--- config.mk ---
export PLATFORM = sky130hd
export DESIGN_NAME = odp_front
export DESIGN_NICKNAME = d
export VERILOG_FILES = /design/src/onset_pair_delay_with_outlier_reject_defines.svh /design/src/odp_pkg.sv /design/src/odp_front.sv
export SDC_FILE = /design/constraint.sdc
export NUM_CORES = 1
export LEC_CHECK = 0
export ABC_AREA = 1
export BUFFER_PORTS_ARGS = -buffer_cell sky130_fd_sc_hd__buf_2
export CAP_MARGIN = 10
export CORE_UTILIZATION = 37
export CTS_CLUSTER_DIAMETER = 200
export DETAILED_ROUTE_END_ITERATION = 10
export PLACE_DENSITY_LB_ADDON = 0.2
export SKIP_CTS_REPAIR_TIMING = 1
export SYNTH_ARGS = -nofsm -noshare
export SYNTH_HDL_FRONTEND = slang
export SYNTH_SLANG_ARGS = --single-unit
--- constraint.sdc ---
create_clock -name clk_i -period 2.1 [get_ports clk_i]
set_input_delay 0.42 -clock clk_i [delete_from_list [all_inputs] [get_ports clk_i]]
set_output_delay 0.42 -clock clk_i [all_outputs]
set_load 0.01 [all_outputs]
--- src/onset_pair_delay_with_outlier_reject_defines.svh ---
// assertion macros shared by the onset pair delay block
// no dependencies; included by the top level
`ifndef ONSET_PAIR_DELAY_WITH_OUTLIER_REJECT_DEFINES_SVH
`define ONSET_PAIR_DELAY_WITH_OUTLIER_REJECT_DEFINES_SVH

// same-cycle implication under active-low reset
`define ODP_ASSERT_IMPLY(lbl, clk, rst_n, ante, cons, msg) \
  lbl: assert property (@(posedge clk) disable iff (!rst_n) (ante) |-> (cons)) \
    else $error(msg);

// next-cycle implication under active-low reset
`define ODP_ASSERT_NEXT(lbl, clk, rst_n, ante, cons, msg) \
  lbl: assert property (@(posedge clk) disable iff (!rst_n) (ante) |=> (cons)) \
    else $error(msg);

`endif

--- src/odp_pkg.sv ---
// types, constants and codes for the onset pair delay block
// no dependencies; imported by every module of the block except odp_ram
`timescale 1ns / 1ps

package odp_pkg;

  localparam int MAX_ONSETS  = 32;
  localparam int IDX_W       = $clog2(MAX_ONSETS);
  localparam int CNT_W       = $clog2(MAX_ONSETS + 1);
  localparam int ONSET_W     = 24;
  localparam int DELAY_W     = 32;
  localparam int RATE_W      = 16;
  localparam int SUM_W       = DELAY_W + CNT_W;
  localparam int DIV_W       = 2 * DELAY_W + CNT_W;
  localparam int QUEUE_DEPTH = 4;
  localparam int MS_SCALE    = 1000;
  localparam int KEEP_NUM    = 422;
  localparam int OK_DEV      = 50;
  localparam int OK_MEAN     = 3;
  localparam int MIN_KEPT    = 3;
  localparam int MIN_PAIRS   = 3;

  localparam logic [1:0] OP_LOAD_P = 2'd0;
  localparam logic [1:0] OP_LOAD_E = 2'd1;
  localparam logic [1:0] OP_RUN    = 2'd2;

  typedef enum logic [1:0] {
    CMD_LOAD_P,
    CMD_LOAD_E,
    CMD_RUN
  } cmd_e;

  typedef enum logic [1:0] {
    ST_OK,
    ST_FEW_PAIRS,
    ST_MEAN_ZERO,
    ST_FEW_KEPT
  } status_e;

  typedef struct packed {
    cmd_e                 op;
    logic [ONSET_W-1:0]   onset;
  } cmd_t;

  typedef struct packed {
    logic valid;
    cmd_t cmd;
  } queue_t;

  typedef struct packed {
    logic                kind;
    logic [4:0]          entry_index;
    logic [DELAY_W-1:0]  delay_value;
    logic                delay_kept;
    logic [DELAY_W-1:0]  mean_delay;
    logic [DELAY_W-1:0]  delay_spread;
    logic                spread_ok;
    status_e             status;
    logic                last;
  } result_t;

endpackage

--- src/odp_front.sv ---
// input side: takes stream words, decodes the opcode and queues commands
// depends on odp_pkg
`timescale 1ns / 1ps

module odp_front import odp_pkg::*; (
  input  logic               clk_i,
  input  logic               rst_ni,
  input  logic               in_valid_i,
  output logic               in_ready_o,
  input  logic [1:0]         opcode_i,
  input  logic [ONSET_W-1:0] onset_i,
  output queue_t             queue_o,
  input  logic               pop_i
);

  localparam int PTR_W = $clog2(QUEUE_DEPTH);
  localparam int QC_W  = $clog2(QUEUE_DEPTH + 1);

  cmd_t             slot_q [QUEUE_DEPTH];
  logic [PTR_W-1:0] wr_ptr_q, rd_ptr_q;
  logic [QC_W-1:0]  fill_q;
  logic             push;
  logic             do_pop;
  cmd_t             cmd;

  always_comb begin
    cmd.onset = onset_i;
    cmd.op    = CMD_RUN;
    push      = 1'b0;
    unique case (opcode_i)
      OP_LOAD_P: begin
        cmd.op = CMD_LOAD_P;
        push   = in_valid_i;
      end
      OP_LOAD_E: begin
        cmd.op = CMD_LOAD_E;
        push   = in_valid_i;
      end
      OP_RUN: begin
        cmd.op = CMD_RUN;
        push   = in_valid_i;
      end
      default: push = 1'b0;  // unused opcode is dropped
    endcase
  end

  assign in_ready_o    = (fill_q != QC_W'(QUEUE_DEPTH));
  assign do_pop        = pop_i && (fill_q != '0);
  assign queue_o.valid = (fill_q != '0);
  assign queue_o.cmd   = slot_q[rd_ptr_q];

  always_ff @(posedge clk_i) begin
    if (push && in_ready_o) begin
      slot_q[wr_ptr_q] <= cmd;
    end
  end

  always_ff @(posedge clk_i or negedge rst_ni) begin
    if (!rst_ni) begin
      wr_ptr_q <= '0;
      rd_ptr_q <= '0;
      fill_q   <= '0;
    end else begin
      if (push && in_ready_o) begin
        wr_ptr_q <= (wr_ptr_q == PTR_W'(QUEUE_DEPTH - 1)) ? '0 : wr_ptr_q + 1'b1;
      end
      if (do_pop) begin
        rd_ptr_q <= (rd_ptr_q == PTR_W'(QUEUE_DEPTH - 1)) ? '0 : rd_ptr_q + 1'b1;
      end
      fill_q <= fill_q + QC_W'(push && in_ready_o) - QC_W'(do_pop);
    end
  end

endmodule

==> out/results.tsv, run 1 <==
metric	value	unit
Final setup viols	0	
Slew @ Worst Pin	0.324	ns
clk sink count	111	
CTS tree	yes	
sequential power share	40.3	%
vias in the first global route	2577	
routed length on met1	3.95	mm
CTS Buffer Depth	2	
P_int	0.00486	W
Worst Setup Start Kind	register	
NumNets Final	481	
DRC	0	
Clock transition at path regs	0.06	ns
Initial Util	38.4	%
layout cell share with drive strength beyond 1	29.2	%
register area share after synthesis	70.6	%
number of cell rows	40	
PortBufs	57	
TritonCTS Buffers	9	
crit end category	output pin	
Synth Flop Type	edfxtp_1	
Synth Net Count	402	
fmax	0.497	GHz
final clock period utilization by the worst path	95.9	%
Wirelength per Cell	14.0	µm
Hold Violations, Final	0	
crit path kind	register to output pin	
headroom to the max-slew limit	78.4	%
most common cell in the netlist	edfxtp_1	
crit path max fanout	17	
Syn. warnings	0	
First-pass DRT Iterations	4	
Layout area overhead	22.1	%
DR iter-0 viols	99	
pwr dens	1300	nW/µm²
Final Critical Period	2.01	ns
top cells by area, synth	edfxtp_1, o211ai_2, nand2_1	
routability cong.	0.698	
die width	114	µm
hold_ws	0.291	ns
RSZ-0062 raised after global routing	false	
synthesis-stage register bit count	111	
Clock Root Buffer	clkbuf_16	
ys async rst share	6.31	%
Clk pwr share	20.1	%
WHS Path Cells	1	
All-Layer GR Usage	13.5	%
routed wl met2	4.21	mm
Max Used Layer	met4	
ant diodes	0	
Sw Share	34.5	%
Logic pwr share	39.6	%
R2R cell count	10	
status	finished, final reports clean	
largest net degree at the start of global routing	36	
Power, Total	0.00742	W
maximum vdd ir drop	0.658	mV
Clock Skew	0.00754	ns
fin. max-slew vios	0	
core area	12200	µm²
Post-Layout Cell Count	616	
Congestion Overflow GR	0	
max capacitance violation total	0	
first-pass GRT wire length	13.1	mm
Avg Inst Size Synth	12.8	µm²
I/O Pins	58	
Die Ht	114	µm
Pleak	2.33	nW
Vias/cell	4.52	
post-synth top area cell	edfxtp_1	
routed wire length	8.64	mm
met3 routed WL	315	µm
Detail Route Antenna Nets	0	
Synth top area share	66.8	%
Post-Place Cells	586	
DP HPWL	5.29	mm
fill count	1095	
Worst Path Required	1.68	ns
utilization after layout	46.9	%
Die ar.	13100	µm²
worst hold path class	input port to register	
Yosys cell types	18	
initial antenna violation count	0	
via count	2786	
Switch Pwr	0.00256	W
worst path arrival time	1.59	ns
H-tree levels	3	
Gate Count Post-Synth	364	
Post-synth EDFFs	104	
Post-synth top cells	edfxtp_1, nand2_1, inv_1	
Mapped Area	4670	µm²
worst skew pair latency	0.34	ns
power groups by stage:
stage / clock network (W) / logic, W / registers (W)
global placement: 0 / 0.00256 / 0.00312
finish: 0.00149 / 0.00294 / 0.00299
CTS: 0.00154 / 0.00262 / 0.00308
detailed placement: 0 / 0.00261 / 0.00313
global route: 0.00163 / 0.00331 / 0.00302
floorplan: 0 / 0.00179 / 0.00296
through the flow:
| step | instance area (µm²) | setup TNS, ns | setup WS, ns |
|---|---|---|---|
| 2_1_floorplan | 4670 | -21.87 | -0.210 |
| 3_3_place_gp | 5310 | 0 | 0.0820 |
| 3_5_place_dp | 5310 | -0.00895 | -0.00895 |
| 4_1_cts | 5570 | -0.0690 | -0.0203 |
| 5_1_grt | 5710 | 0 | 0.00339 |
| 6_report | 5710 | 0 | 0.0868 |
worst max-delay path, stage by stage, from the launching register on:
cell and delay, ns:
dfrtp_4 0.54, buf_6 0.16, clkbuf_16 0.18, o211ai_2 0.16, nand2_1 0.07, buf_2 0.14
final timing paths:
check                            start            to  slack [ns]
max in group asynchronous       rst_ni   rd_ptr_q[1]        1.46
hold reg to reg              fill_q[0]     fill_q[0]        0.51
min in group asynchronous       rst_ni     fill_q[0]        0.45
setup reg to reg             fill_q[1]     fill_q[2]        0.20
hold / removal              onset_i[8]  slot_q[0][8]        0.29
setup / recovery           rd_ptr_q[0]    queue_o[5]        0.09
state kept, by name, indices dropped and copies added, names as in the netlist:
register and flops:
fill_q 3, rd_ptr_q 2, slot_q 104, wr_ptr_q 2
metal layers:
metal | up-vias | track usage [%]
met1 | 1318 | 17.6
met3 | 11 | 2.65
li1 | 1407 | -
met2 | 50 | 21.6
met5 | - | 0
met4 | 0 | 7.01
placed cells by master (no fill, tap or decap), types with 5 or more instances in the layout:
cell / count
inv_1: 65
edfxtp_1: 104
buf_2: 58
dfrtp_1: 5
clkbuf_16: 10
o211ai_2: 23
ha_1: 7
buf_12: 9
nand2_1: 65
o21ai_0: 23
a21oi_1: 27
buf_4: 15
nand3_1: 5
kinds of logic (layout without fill, tap and decap cells):
kind of cell	after synthesis	after routing	share of synthesized area, %
AO/OA/AOI/OAI	79	79	12.3
adder cells (fa/ha/maj)	8	8	2.30
buffers and inverters	85	169	8.03
flip-flops	111	111	70.6
AND/OR/NAND/NOR	81	81	6.80
final cells by class:
class | count | area, µm² | area share (%)
flip-flops and latches | 111 | 3310 | 57.9
multi-input cells | 168 | 1040 | 18.2
repair buffers | 87 | 648 | 11.4
inverters | 66 | 248 | 4.34
clock buffers | 11 | 233 | 4.08
well taps | 168 | 210 | 3.68
clock inverters | 5 | 25.0 | 0.438
(Power assumes the default switching activity.)
==> run 2, diff against run 1 <==
--- a/config.mk
+++ b/config.mk
@@ -8,7 +8,7 @@
 export ABC_AREA = 1
 export BUFFER_PORTS_ARGS = -buffer_cell sky130_fd_sc_hd__buf_2
 export CAP_MARGIN = 10
-export CORE_UTILIZATION = 37
+export CORE_UTILIZATION = 30
 export CTS_CLUSTER_DIAMETER = 200
 export DETAILED_ROUTE_END_ITERATION = 10
 export PLACE_DENSITY_LB_ADDON = 0.2
==> run 2 against run 1 <==
- largest power group unchanged
- sequential power about the same
- final area decreased by 1.4%
- die area rose by 23%
- core utilization fell by 9.9 points
- routed wire length is 0.86% lower
- critical path type unchanged
- combinational power fell by 8.5%
- first-iteration DRC count increased by 58%
- clock power grew 17%
==> out/results.tsv, run 2 (synthesized netlist as in run 1, its figures left out) <==
metric	value	unit
Wirelength per Cell	13.8	µm
fill count	1497	
DR iter-0 viols	156	
largest net degree at the start of global routing	41	
Power, Total	0.00740	W
Post-Layout Cell Count	621	
DRC	0	
status	finished, final reports clean	
Die ar.	16100	µm²
Hold Violations, Final	0	
First-pass DRT Iterations	4	
final clock period utilization by the worst path	94.8	%
NumNets Final	466	
crit path kind	register to output pin	
pre-CTS WS	0.0153	ns
max reg flops	104	
All-Layer GR Usage	11.4	%
number of cell rows	45	
Clock transition at path regs	0.08	ns
layout cell share with drive strength beyond 1	27.7	%
headroom to the max-slew limit	81.0	%
vias in the first global route	2677	
Critical Path, Cell by Cell	buf_12 -> a21oi_1 -> o21ai_0 -> nand2_1 -> buf_2	
CTS Buffer Depth	2	
I/O Pins	58	
TritonCTS Buffers	9	
Die Ht	127	µm
Worst Path Required	1.68	ns
hold_ws	0.279	ns
routability cong.	0.680	
DP HPWL	5.39	mm
Clock Skew	0.00745	ns
RSZ-0062 raised after global routing	false	
worst path arrival time	1.57	ns
first-pass GRT wire length	13.7	mm
Clock Root Buffer	clkbuf_16	
Biggest register	slot_q	
initial antenna violation count	0	
maximum vdd ir drop	0.541	mV
ant diodes	0	
via count	2709	
fin. max-slew vios	0	
Multi-input gate area	1040	µm²
worst skew pair latency	0.35	ns
Final Critical Period	1.99	ns
die width	127	µm
H-tree levels	3	
Layout area overhead	20.4	%
max capacitance violation total	0	
routed wire length	8.56	mm
Slew @ Worst Pin	0.285	ns
Buf+Inv Stages, Crit Path	2	
utilization after layout	37.0	%
most frequent cells in the layout	edfxtp_1, inv_1, nand2_1	
CTS tree	yes	
commonest non-fill, non-tap cell in the layout	edfxtp_1	
Congestion Overflow GR	0	
Register Area	3300	µm²
cell family with most CP delay	flip-flops	
crit path max fanout	40	
crit end category	output pin	
Worst Setup Start Kind	register	
pwr dens	1310	nW/µm²
Vias/cell	4.36	
Worst path slowest cell	dfrtp_4	
worst hold path class	input port to register	
fmax	0.502	GHz
biggest regs	slot_q: 104 flops, fill_q: 3 flops	
Final setup viols	0	
Largest stage delay, worst path	0.54	ns
Initial Util	30.7	%
Detail Route Antenna Nets	0	
Post-Place Cells	603	
Pleak	2.26	nW
clk sink count	111	
PortBufs	57	
final worst slack	0.108	ns
core area	15200	µm²
[run 2: changes by cell type in the layout (fill, tap and decap cells not counted), moves of 2 or more]
cell / change
clkinv_1: -2
buf_4: -9
clkinv_4: +2
buf_6: -2
inv_6: +2
clkinv_2: -2
o21ai_0: +3
clkbuf_1: -2
o21ai_1: -3
[run 2: path summary, 6_finish.rpt]
check	start	endpoint	slack, ns	depth (start not counted)
worst max-delay path	rd_ptr_q[0]	queue_o[17]	0.11	5
worst min-delay path	onset_i[6]	slot_q[2][6]	0.28	1
worst max register to register	fill_q[1]	fill_q[2]	0.19	10
worst min register to register	fill_q[0]	fill_q[0]	0.53	1
max in group asynchronous	rst_ni	rd_ptr_q[0]	1.50	2
min in group asynchronous	rst_ni	fill_q[2]	0.43	2
[run 2: routing by layer]
layer / wire (µm) / up-vias / track usage (%)
li1: - / 1374 / -
met1: 3950 / 1278 / 14.0
met2: 4050 / 45 / 18.3
met3: 415 / 12 / 3.88
met4: 149 / 0 / 4.83
met5: 0 / - / 0
[run 2: final cells by class]
class,instances,share of cell area [%]
Clock inverter,7,1.42
Sequential cell,111,58.7
Clock buffer,9,4.00
Multi-Input combinational cell,168,18.4
Inverter,66,4.40
Timing Repair Buffer,72,8.89
Tap cell,188,4.18
[run 2: report_power, final]
| part | leakage (nW) | total (W) | internal (W) | switching (W) |
|---|---|---|---|---|
| sequential | 1.03 | 0.00297 | 0.00282 | 0.000146 |
| combinational | 1.09 | 0.00269 | 0.00105 | 0.00165 |
| clock | 0.143 | 0.00174 | 0.000938 | 0.000803 |
| total | 2.26 | 0.00740 | 0.00480 | 0.00259 |
[run 2: per-stage QoR]
step,area [µm²],TNS [ns]
detailed placement,5300,0
floorplan,4670,-21.87
CTS,5610,0
global placement,5300,0
global route,5630,0
finish,5630,0
